$ cat config.mk
export PLATFORM = sky130hd
export DESIGN_NAME = plte_ctrl
export DESIGN_NICKNAME = d
export VERILOG_FILES = /design/src/rtl/plte_pkg.sv /design/src/rtl/plte_ctrl.sv
export SDC_FILE = /design/constraint.sdc
export NUM_CORES = 1
export LEC_CHECK = 0
export BUFFER_PORTS_ARGS = -buffer_cell sky130_fd_sc_hd__buf_2
export CAP_MARGIN = 15
export CORE_AREA = 2 2 39 41
export CTS_CLUSTER_SIZE = 8
export DETAILED_ROUTE_END_ITERATION = 6
export DIE_AREA = 0 0 41 43
export HOLD_SLACK_MARGIN = 0.1
export PLACE_DENSITY = 0.64
export SETUP_SLACK_MARGIN = 0.05
export SLEW_MARGIN = 20
export SYNTH_ARGS = -nofsm -noshare
export SYNTH_HDL_FRONTEND = slang
export SYNTH_SLANG_ARGS = --single-unit
$ cat constraint.sdc
create_clock -name i_clk -period 1.85 [get_ports i_clk]
set_input_delay 0.37 -clock i_clk [delete_from_list [all_inputs] [get_ports i_clk]]
set_output_delay 0.37 -clock i_clk [all_outputs]
set_load 0.02 [all_outputs]
$ cat src/rtl/plte_pkg.sv
// Shared types and constants for the piecewise-linear table evaluator.
// Item payloads, function and status codes, controller states and the
// command/status bundles between controller and datapath.
package plte_pkg;

    localparam int TABLE_DEPTH_DEF = 1024;
    localparam int TIME_W          = 32;
    localparam int AMP_W           = 16;
    localparam int COUNT_W         = 11;
    localparam int MAG_W           = AMP_W + 1;
    localparam int PROD_W          = MAG_W + TIME_W;
    localparam int DIV_STEPS       = MAG_W;
    localparam int STEP_W          = $clog2(DIV_STEPS);

    typedef enum logic [1:0] {
        FN_APPEND = 2'd0,
        FN_EVAL   = 2'd1,
        FN_CLEAR  = 2'd2,
        FN_NONE   = 2'd3
    } t_func;

    typedef enum logic [1:0] {
        ST_OK    = 2'd0,
        ST_RANGE = 2'd1,
        ST_FULL  = 2'd2,
        ST_ORDER = 2'd3
    } t_status;

    typedef struct packed {
        logic [1:0]               func;
        logic [TIME_W-1:0]        point_time;
        logic signed [AMP_W-1:0]  point_amplitude;
    } t_in_item;

    typedef struct packed {
        logic signed [AMP_W-1:0]  amplitude;
        logic [1:0]               status;
        logic [COUNT_W-1:0]       point_count;
    } t_out_item;

    typedef enum logic [3:0] {
        S_IDLE,
        S_DECODE,
        S_SRCH_RD,
        S_SRCH_CMP,
        S_RD_HI,
        S_CAP_HI,
        S_MUL,
        S_DIV,
        S_ADJ,
        S_FINISH
    } t_state;

    typedef enum logic [1:0] {
        RD_MID = 2'd0,
        RD_LO  = 2'd1,
        RD_HI  = 2'd2
    } t_rd_sel;

    typedef struct packed {
        logic    load;
        logic    exec;
        logic    srch_upd;
        t_rd_sel rd_sel;
        logic    cap_lo;
        logic    cap_hi;
        logic    mul;
        logic    div_step;
        logic    adj;
        logic    out_load;
    } t_cmd;

    typedef struct packed {
        t_func func;
        logic  in_range;
        logic  narrow;
        logic  div_last;
    } t_sts;

endpackage

$ cat src/rtl/plte_ctrl.sv
// Controller of the piecewise-linear table evaluator: sequences decode,
// search, interpolation and result transfer. Uses plte_pkg.
module plte_ctrl
    import plte_pkg::*;
(
    input  logic i_clk,
    input  logic i_rst_n,
    input  logic i_in_valid,
    output logic o_in_ready,
    output logic o_out_valid,
    input  logic i_out_ready,
    input  t_sts i_sts,
    output t_cmd o_cmd
);

    t_state r_state;
    t_state n_state;
    logic   r_out_valid;
    logic   n_out_valid;

    always_ff @(posedge i_clk) begin
        if (!i_rst_n) begin
            r_state     <= S_IDLE;
            r_out_valid <= 1'b0;
        end else begin
            r_state     <= n_state;
            r_out_valid <= n_out_valid;
        end
    end

    always_comb begin
        o_cmd       = '0;
        n_state     = r_state;
        n_out_valid = r_out_valid && !i_out_ready;
        o_in_ready  = (r_state == S_IDLE);

        unique case (r_state)
            S_IDLE: begin
                o_cmd.load = i_in_valid;
                if (i_in_valid) begin
                    n_state = S_DECODE;
                end
            end
            S_DECODE: begin
                o_cmd.exec = 1'b1;
                if (i_sts.func == FN_EVAL && i_sts.in_range) begin
                    n_state = S_SRCH_RD;
                end else begin
                    n_state = S_FINISH;
                end
            end
            S_SRCH_RD: begin
                if (i_sts.narrow) begin
                    o_cmd.rd_sel = RD_LO;
                    n_state      = S_RD_HI;
                end else begin
                    o_cmd.rd_sel = RD_MID;
                    n_state      = S_SRCH_CMP;
                end
            end
            S_SRCH_CMP: begin
                o_cmd.srch_upd = 1'b1;
                n_state        = S_SRCH_RD;
            end
            S_RD_HI: begin
                o_cmd.rd_sel = RD_HI;
                o_cmd.cap_lo = 1'b1;
                n_state      = S_CAP_HI;
            end
            S_CAP_HI: begin
                o_cmd.cap_hi = 1'b1;
                n_state      = S_MUL;
            end
            S_MUL: begin
                o_cmd.mul = 1'b1;
                n_state   = S_DIV;
            end
            S_DIV: begin
                o_cmd.div_step = 1'b1;
                if (i_sts.div_last) begin
                    n_state = S_ADJ;
                end
            end
            S_ADJ: begin
                o_cmd.adj = 1'b1;
                n_state   = S_FINISH;
            end
            S_FINISH: begin
                if (!r_out_valid || i_out_ready) begin
                    o_cmd.out_load = 1'b1;
                    n_out_valid    = 1'b1;
                    n_state        = S_IDLE;
                end
            end
            default: begin
                n_state = S_IDLE;
            end
        endcase
    end

    assign o_out_valid = r_out_valid;

    a_accept_decodes: assert property (@(posedge i_clk) disable iff (!i_rst_n)
        (i_in_valid && o_in_ready) |=> (r_state == S_DECODE))
        else $error("accepted item not decoded");

    a_finish_holds: assert property (@(posedge i_clk) disable iff (!i_rst_n)
        (r_state == S_FINISH && r_out_valid && !i_out_ready) |=>
            (r_state == S_FINISH && r_out_valid))
        else $error("result overwrote a stalled transfer");

    a_div_to_adj: assert property (@(posedge i_clk) disable iff (!i_rst_n)
        (r_state == S_DIV && i_sts.div_last) |=> (r_state == S_ADJ))
        else $error("divider did not finish");

endmodule

# Yosys cells after proc, flatten, opt, wreduce, memory -nomap -nowiden
# Cells that the tools add are included.
dict set report op_classes {
  n_reduce_logical 7
  n_mux 20
  n_eq_ne 13
}
# operator count
set op_table {}
lappend op_table {{$pmux 4 s10} 1}
lappend op_table {{$eq 4x3->1 const B} 4}
lappend op_table {{$mux 4} 4}
lappend op_table {{$mux 1} 13}
lappend op_table {{$eq 4x2->1 const B} 2}
lappend op_table {{$eq 4x4->1 const B} 2}
lappend op_table {{$ne 2x2->1 const B} 3}
lappend op_table {{$eq 4x1->1 const B} 1}
lappend op_table {{$logic_not 4->1} 1}
lappend op_table {{$pmux 2 s2} 1}
lappend op_table {{$mux 3} 1}
lappend op_table {{$reduce_and 3->1} 1}
lappend op_table {{$eq 2x1->1 const B} 1}
lappend op_table {{$logic_and 1x1->1} 2}
lappend op_table {{$logic_not 1->1} 2}
lappend op_table {{$logic_or 1x1->1} 1}
dict set report word_totals {
  output_inout_bits 13
  reg_bits 5
  in_bits 9
  elab_cells 42
}

# Depth between registers and ports, before layout
# Gate-level depths: netlist of run 1.
dict set report logic_depth {
  depth_word 4
  ltp_mapped 5
  ltp_nobuf 4
}

# Least setup slack after synthesis of run 1
# Ideal clock, no wire load.
dict set report synth_path {
  path_type {register -> output}
  start {register r_state[2]}
  end {output port o_cmd[10] in the netlist's numbering}
  path_stages_with_launch 5
  arrival_time_ns 1.335
  required_ns 1.480
  setup_slack_ns 0.145
  path_cell_list {dfxtp_1 buf_2 or2_4 nor2_1 and2_1}
}
# item line_no
set synth_lines {}
lappend synth_lines {{start, declared} plte_ctrl.sv:16} ;# t_state r_state;
lappend synth_lines {{start signal, assigned} plte_ctrl.sv:26} ;# r_state <= n_state;
lappend synth_lines {{end, declared} plte_ctrl.sv:13} ;# output t_cmd o_cmd

==> impl_results.md, run 1 <==
* Clock share of power at 0.333
* Core ar. at ~1400 um2
* RSZ-0062 raised after global routing: no
* Die footprint at roughly 1800 um2
* DRC viols at 0
* Comb power frac at 0.359
* Most area-consuming cells after synthesis: dfxtp_1, nor2_1, nor3b_1, nand2b_1, nand3b_1
* Crit-path cells: or2_1 -> nor2_1 -> and2_1 -> buf_2
* Die W at between 40 and 50 um
* TritonCTS clock tree: yes
* Final Cycle Share at 0.926
* Pin count of the biggest net entering global routing at 13
* Most frequent cell after synthesis: nor2_1
* Worst hold-check path type: in2reg
* Crit start category: flip-flop
* Clk_lat worst skew at around 0.25 ns
* Pwr dens at slightly below 700 nW/um2
* Yosys reg bits at 5
* Final nets at 93
* Number of port buffers at 21
* Net Sw Frac at 0.357
* First-pass GRT wire length at about 1800 um
* MaxCap Viol Count at 0
* Arr. time, crit path at approximately 1.3 ns
* Post-synth EDFFs at 0
* Final worst path period need at between 1.5 and 2 ns
* Worst VDD drop at between 200 and 250 uV
* Critical R2R Launch: r_state[0]$_SDFFE_PN0P_
* Fin. Hold Viols at 0
* Remaining antenna violation count at 0
* Avg Inst Size Synth at between 7 and 8 um2
* Hold path startpoint: i_sts[0]
* Initial Util at 0.318
* Hold Slack at 0.370 ns
* N_diodes at 0
* CTS buffer count at 3
* Routed len/inst at approximately 12 um
* Critical path type: reg2out
* Initial antenna violation count at 0
* Final Max Slew Viols at 0
* Clock Pin Slew Worst Setup and Hold Paths at 0.05 ns
* RePlAce Congestion at between 0.8 and 0.9
* Post-synthesis sequential area ratio at 0.227
* Worst Tran Pin Value at ~0.27 ns
* CP max stage delay at 0.33 ns
* Pre-CTS setup slack at approximately 0.35 ns
* Ports at 22
* Worst Skew at approximately 0.0073 ns
* Slew margin rel. at 0.822
* Gr usage total at 0.150
* FMAX at ~0.6 GHz
* CTS sink cnt at 5
* Layout cells sized above 1 at 0.386
* Final setup viols at 0
* Seq pwr share at 0.308
* Asr flop ratio synth at 0
* Htree depth at 1
* Area leader, netlist: dfxtp_1
* Synth Warn # at 0
* Primary FF master, synth: dfxtp_1
* Final WS setup at about 0.14 ns
* Worst Setup End Kind: output pin
* Grt total ovfl at 0
* Int Pwr at between 200 and 300 uW
* NetSw at between 100 and 150 uW
* Cells after Synth at 60
* Status: completed
* Vias in the first global route at about 420
* Crit-path slowest cell: or2_1
* DR pass1 iterations at 4
* Launch point of the worst path: r_state[0]$_SDFFE_PN0P_
* Synth top area share at 0.227
* Vias at between 500 and 600
* CP max FO at 7
* CTS max path bufs at 2
* Synth cell types at 28
* Die H at 43 um
* Synth-to-Final Area Change at 34.4%
* Req. time, crit path at 1.48 ns
* Most frequent cells after synthesis: nor2_1, dfxtp_1, nand2b_1, nor3b_1, buf_2
* HPWL Detailed at roughly 860 um
* Num rows at 14
* Root Buffer: clkbuf_4
* Post-Syn Area at 440 um2
* Leak at between 0.0002 and 0.0003 uW
* Setup TNS at 0 ns
* Post-CTS setup buffers at 0
* Routed vias/inst at between 5 and 6
* Routed wire length at 1150 um
* Number of DRC markers in iteration 0 at 12
* Syn_nets at between 60 and 70
## final timing paths
path,endpoint,slack (ns),cells after the start
min reg2reg,r_state[2]$_SDFFE_PN0P_,0.55,1
min,r_state[1]$_SDFFE_PN0P_,0.37,2
max,o_cmd[10],0.14,4
max reg2reg,r_state[0]$_SDFFE_PN0P_,0.38,5
## per-stage QoR
step	power (uW)	util	std cells	cell area, um2
6_report	408	0.428	99	592
5_1_grt	432	0.428	99	592
4_1_cts	411	0.427	99	591
3_5_place_dp	272	0.408	95	564
3_3_place_gp	269	0.408	95	564
2_1_floorplan	231	-	60	440
## critical path: cells and delay by family, from the launching register on
family        cells  cell delay, ns
buf+inv           1            0.16
simple gates      3            0.62
flops             1            0.31
## state kept, by name (all words and copies together), names as in the netlist
register and cells:
o_out_valid 1, r_state 4
## per-layer routing
| metal | vias to the layer above | wire length [um] | global-route usage |
|---|---|---|---|
| li1 | 257 | - | - |
| met1 | 225 | 510 | 0.184 |
| met2 | 31 | 516 | 0.222 |
| met3 | 2 | 106 | 0.0314 |
| met4 | 0 | 14 | 0.100 |
| met5 | - | 0 | 0 |
## cell families (layout without fill, tap and decap cells)
logic type             count (synthesis)  in the layout  synth area share
AO/OA/AOI/OAI                         12             12             0.210
buffers and inverters                  5             28            0.0540
flip-flops                             5              5             0.227
AND/OR/NAND/NOR                       38             38             0.509
## layout make-up
cell class                      count  area [um2]
Fill cell                         144         792
Multi-Input combinational cell     50         317
Timing Repair Buffer               24         128
Sequential cell                     5         101
Clock buffer                        4        26.3
Tap cell                           16        20.0
## power by group through the flow
stage	Sequential, uW	Clock [uW]	Combinational (uW)
finish	126	136	146
global route	126	143	162
CTS	125	139	146
detailed placement	127	0	146
global placement	126	0	143
floorplan	122	0	109
## placed cells by master (no fill, tap or decap), types with 3 or more instances in the layout
master,count
buf_2,21
nor3b_1,5
nand3b_1,3
nand2b_1,5
buf_4,3
nor2_1,11
dfxtp_1,4
a21oi_1,3
clkbuf_4,3
## what timing repair did
action / CTS / global route
endpoints found under the setup margin: 0 / 1
hold buffers: 0 / 0
gates resized for setup: 0 / 2
endpoints found under the hold margin: 0 / 0
Power figures use the tool's default switching activity.
==> inputs of run 2 (changes only) <==
- ABC_AREA: default -> 1
- PLACE_DENSITY: 0.64 -> 0.66
- clock period: 1.85 -> 1.5 ns (I/O delays scaled with it)
==> run 2 against run 1 <==
Combinational power is 76% higher. Sequential share of layout area is 1.9 points lower. Wire length is 12% higher. Utilization is 12 points higher. Die area stayed put. Largest power group unchanged. Clock-buffer cell count stayed put. Via count is 8.5% higher. Critical endpoint is now o_cmd[3]. Hold slack worse by 0.072 ns. Clock skew is 0.0068 ns lower. Global-route usage is 0.15 points lower.
==> impl_results.md, run 2 <==
* Status: completed (unchanged)
* Most area-consuming cells after synthesis: dfxtp_1, nand2_1, inv_1, nor2_1, nand3_1 (was dfxtp_1, nor2_1, nor3b_1, nand2b_1, nand3b_1)
* Overall Power at 581 uW (was 408 uW)
* Top reg by flops: r_state (unchanged)
* Post-synth EDFFs at 0 (unchanged)
* Top delay family on crit path: buffers and inverters (was simple AND/OR/NAND/NOR gates)
* Pin count of the biggest net entering global routing at 8 (was 13)
* CTS buffer count at 3 (unchanged)
* Grt total ovfl at 0 (unchanged)
* Number of DRC markers in iteration 0 at 11 (was 12)
* Vias at 559 (was 515)
* CTS max path bufs at 2 (unchanged)
* Reg2reg setup slack at 0.23 ns (was 0.38 ns)
* Avg Inst Size Synth at 5.80 um2 (was 7.34 um2)
* CP bufs+invs at 3 (was 1)
* TritonCTS clock tree: yes (unchanged)
* Worst Tran Pin Value at 0.216 ns (was 0.267 ns)
* Routed wire length at 1290 um (was 1150 um)
* FMAX at between 0.6 and 0.7 GHz
* Most frequent cells in the layout: nand2_1, inv_1, buf_2, buf_4, nor2_1 (was buf_2, nor2_1, nand2b_1, nor3b_1, dfxtp_1)
* CP max FO at 7 (unchanged)
* Number of port buffers at 21 (unchanged)
* Die W at 41 um (unchanged)
* Final nets at 117 (was 93)
* Leak at 0.000423 uW (was 0.000283 uW)
* Pwr dens at 767 nW/um2 (was 689 nW/um2)
* Vias in the first global route at 460 (was 416)
* Final Cycle Share at 0.981
* DR pass1 iterations at 4 (unchanged)
* Clock Pin Slew Worst Setup and Hold Paths at 0.04 ns (was 0.05 ns)
* Most common cell after layout, fill and taps aside: nand2_1 (was buf_2)
* Final Max Slew Viols at 0 (unchanged)
* Clk_lat worst skew at 0.24 ns (was 0.25 ns)
* Layout cells sized above 1 at 0.561 (was 0.386)
* Cells after Synth at 76 (was 60)
* MaxCap Viol Count at 0 (unchanged)
* Routed len/inst at 10.5 um (was 11.6 um)
* Gr usage total at 0.148 (was 0.150)
* Htree depth at 1 (unchanged)
* Final setup viols at 0 (unchanged)
* Req. time, crit path at 1.20 ns (was 1.48 ns)
* Final worst path period need at ~1.5 ns
* Worst Setup End Kind: output pin (unchanged)
* N_diodes at 0 (unchanged)
* Arr. time, crit path at 1.17 ns (was 1.34 ns)
* Synth cell types at 17 (was 28)
* RePlAce Congestion at 0.863 (was 0.819)
* Worst VDD drop at 573 uV (was 237 uV)
* Initial Util at 0.318 (unchanged)
* Slew margin rel. at 0.855 (was 0.822)
* HPWL Detailed at 878 um (was 856 um)
* Area leader, netlist: dfxtp_1 (unchanged)
* Post-Syn Area at 440 um2 (unchanged)
* Worst Skew at 0.000485 ns (was 0.00730 ns)
* DRC viols at 0 (unchanged)
* Fin. Hold Viols at 0 (unchanged)
* Root Buffer: clkbuf_4 (unchanged)
* CTS sink cnt at 5 (unchanged)
* Most frequent cells after synthesis: nand2_1, inv_1, nor2_1, nand3_1, dfxtp_1 (was nor2_1, dfxtp_1, nand2b_1, nor3b_1, buf_2)
* Critical path type: reg2out (unchanged)
* Die H at 43 um (unchanged)
* Syn_nets at 85 (was 69)
* Core ar. at 1380 um2 (unchanged)
* RSZ-0062 raised after global routing: yes (was no)
* Final core occ at 0.547 (was 0.428)
* Worst hold-check path type: in2reg (unchanged)
* Synth Warn # at 0 (unchanged)
* First-pass GRT wire length at 1800 um (was 1760 um)
* Ports at 22 (unchanged)
* Largest register FFs at 4 (unchanged)
* Crit-path slowest cell: dfxtp_4 (was or2_1)
* Primary FF master, synth: dfxtp_1 (unchanged)
* Yosys reg bits at 5 (unchanged)
* Most frequent cell after synthesis: nand2_1 (was nor2_1)
* Initial antenna violation count at 0 (unchanged)
* CP max stage delay at 0.36 ns (was 0.33 ns)
* Crit-path cells: inv_4 -> buf_6 -> nand2_8 -> nor3_1 -> buf_2 (was or2_1 -> nor2_1 -> and2_1 -> buf_2)
* Fill count at 141 (was 144)
* Synth top area share at 0.227 (unchanged)
* Synth-to-Final Area Change at 71.9% (was 34.4%)
* Routed vias/inst at 4.54 (was 5.20)
* Post-synthesis sequential area ratio at 0.227 (unchanged)
* Remaining antenna violation count at 0 (unchanged)
* Crit start category: flip-flop (unchanged)
* Asr flop ratio synth at 0 (unchanged)
* Die footprint at 1760 um2 (unchanged)
* Num rows at 14 (unchanged)
[run 2: changes by cell type after synthesis, sizes merged, moves of 4 or more]
cell / previous run / this run
nand2: 2 / 20
nor2: 11 / 17
nand2b: 5 / 0
nand3: 0 / 8
buf: 4 / 0
inv: 0 / 16
nor3b: 5 / 0
[run 2: area by class of cell]
cell class,instances,area (um2),share of cell area
Sequential cell,5,115,0.152
Inverter,17,73.8,0.0975
Tap cell,16,20.0,0.0264
Timing Repair Buffer,27,194,0.256
Multi-Input combinational cell,54,328,0.433
Clock buffer,4,26.3,0.0347
[run 2: repair_timing]
item | 4_1_cts | 5_1_grt
resized for setup | 19 | 24
hold buffers | 0 | 0
pin swaps | 2 | 4
setup buffers | 1 | 5
endpoints found under the setup margin | 9 | 11
[run 2: kinds of logic (layout without fill, tap and decap cells)]
family	after synthesis	after routing	synth area share
AND/OR/NAND/NOR	50	50	0.557
flip-flops	5	5	0.227
AO/OA/AOI/OAI	4	4	0.0710
buffers and inverters	17	48	0.145
[run 2: per-stage QoR]
step	area (um2)	hold WS (ns)	setup slack [ns]	std cells	TNS (ns)
floorplan	440	0.398	0.154	76	0
global placement	566	0.544	0.139	113	0
detailed placement	566	0.544	0.150	113	0
CTS	641	0.297	0.0341	118	0
global route	757	0.320	-0.0432	123	-0.0559
finish	757	0.298	0.0291	123	0
[run 2: tightest hold or removal path, delay by kind of cell]
| kind | cells | cell delay (ns) |
|---|---|---|
| simple gates | 1 | 0.06 |
| buf+inv | 2 | 0.15 |
[run 2: path summary, 6_finish.rpt]
path | startpoint | to | depth (start not counted)
hold reg to reg | o_out_valid$_SDFF_PN0_ | o_out_valid$_SDFF_PN0_ | 4
setup / recovery | r_state[3]$_SDFFE_PN0P_ | o_cmd[3] | 5
setup reg to reg | r_state[3]$_SDFFE_PN0P_ | r_state[0]$_SDFFE_PN0P_ | 9
hold / removal | i_rst_n | r_state[2]$_SDFFE_PN0P_ | 3
[run 2: where the power goes]
part,switching (uW),internal (uW)
clock network,53.9,100
registers,25.6,144
logic,146,110
[run 2: layer usage]
layer / track usage / wire length, um
met1: 0.183 / 553
met3: 0.0628 / 88
met4: 0.0267 / 0
met2: 0.234 / 645
met5: 0 / 0
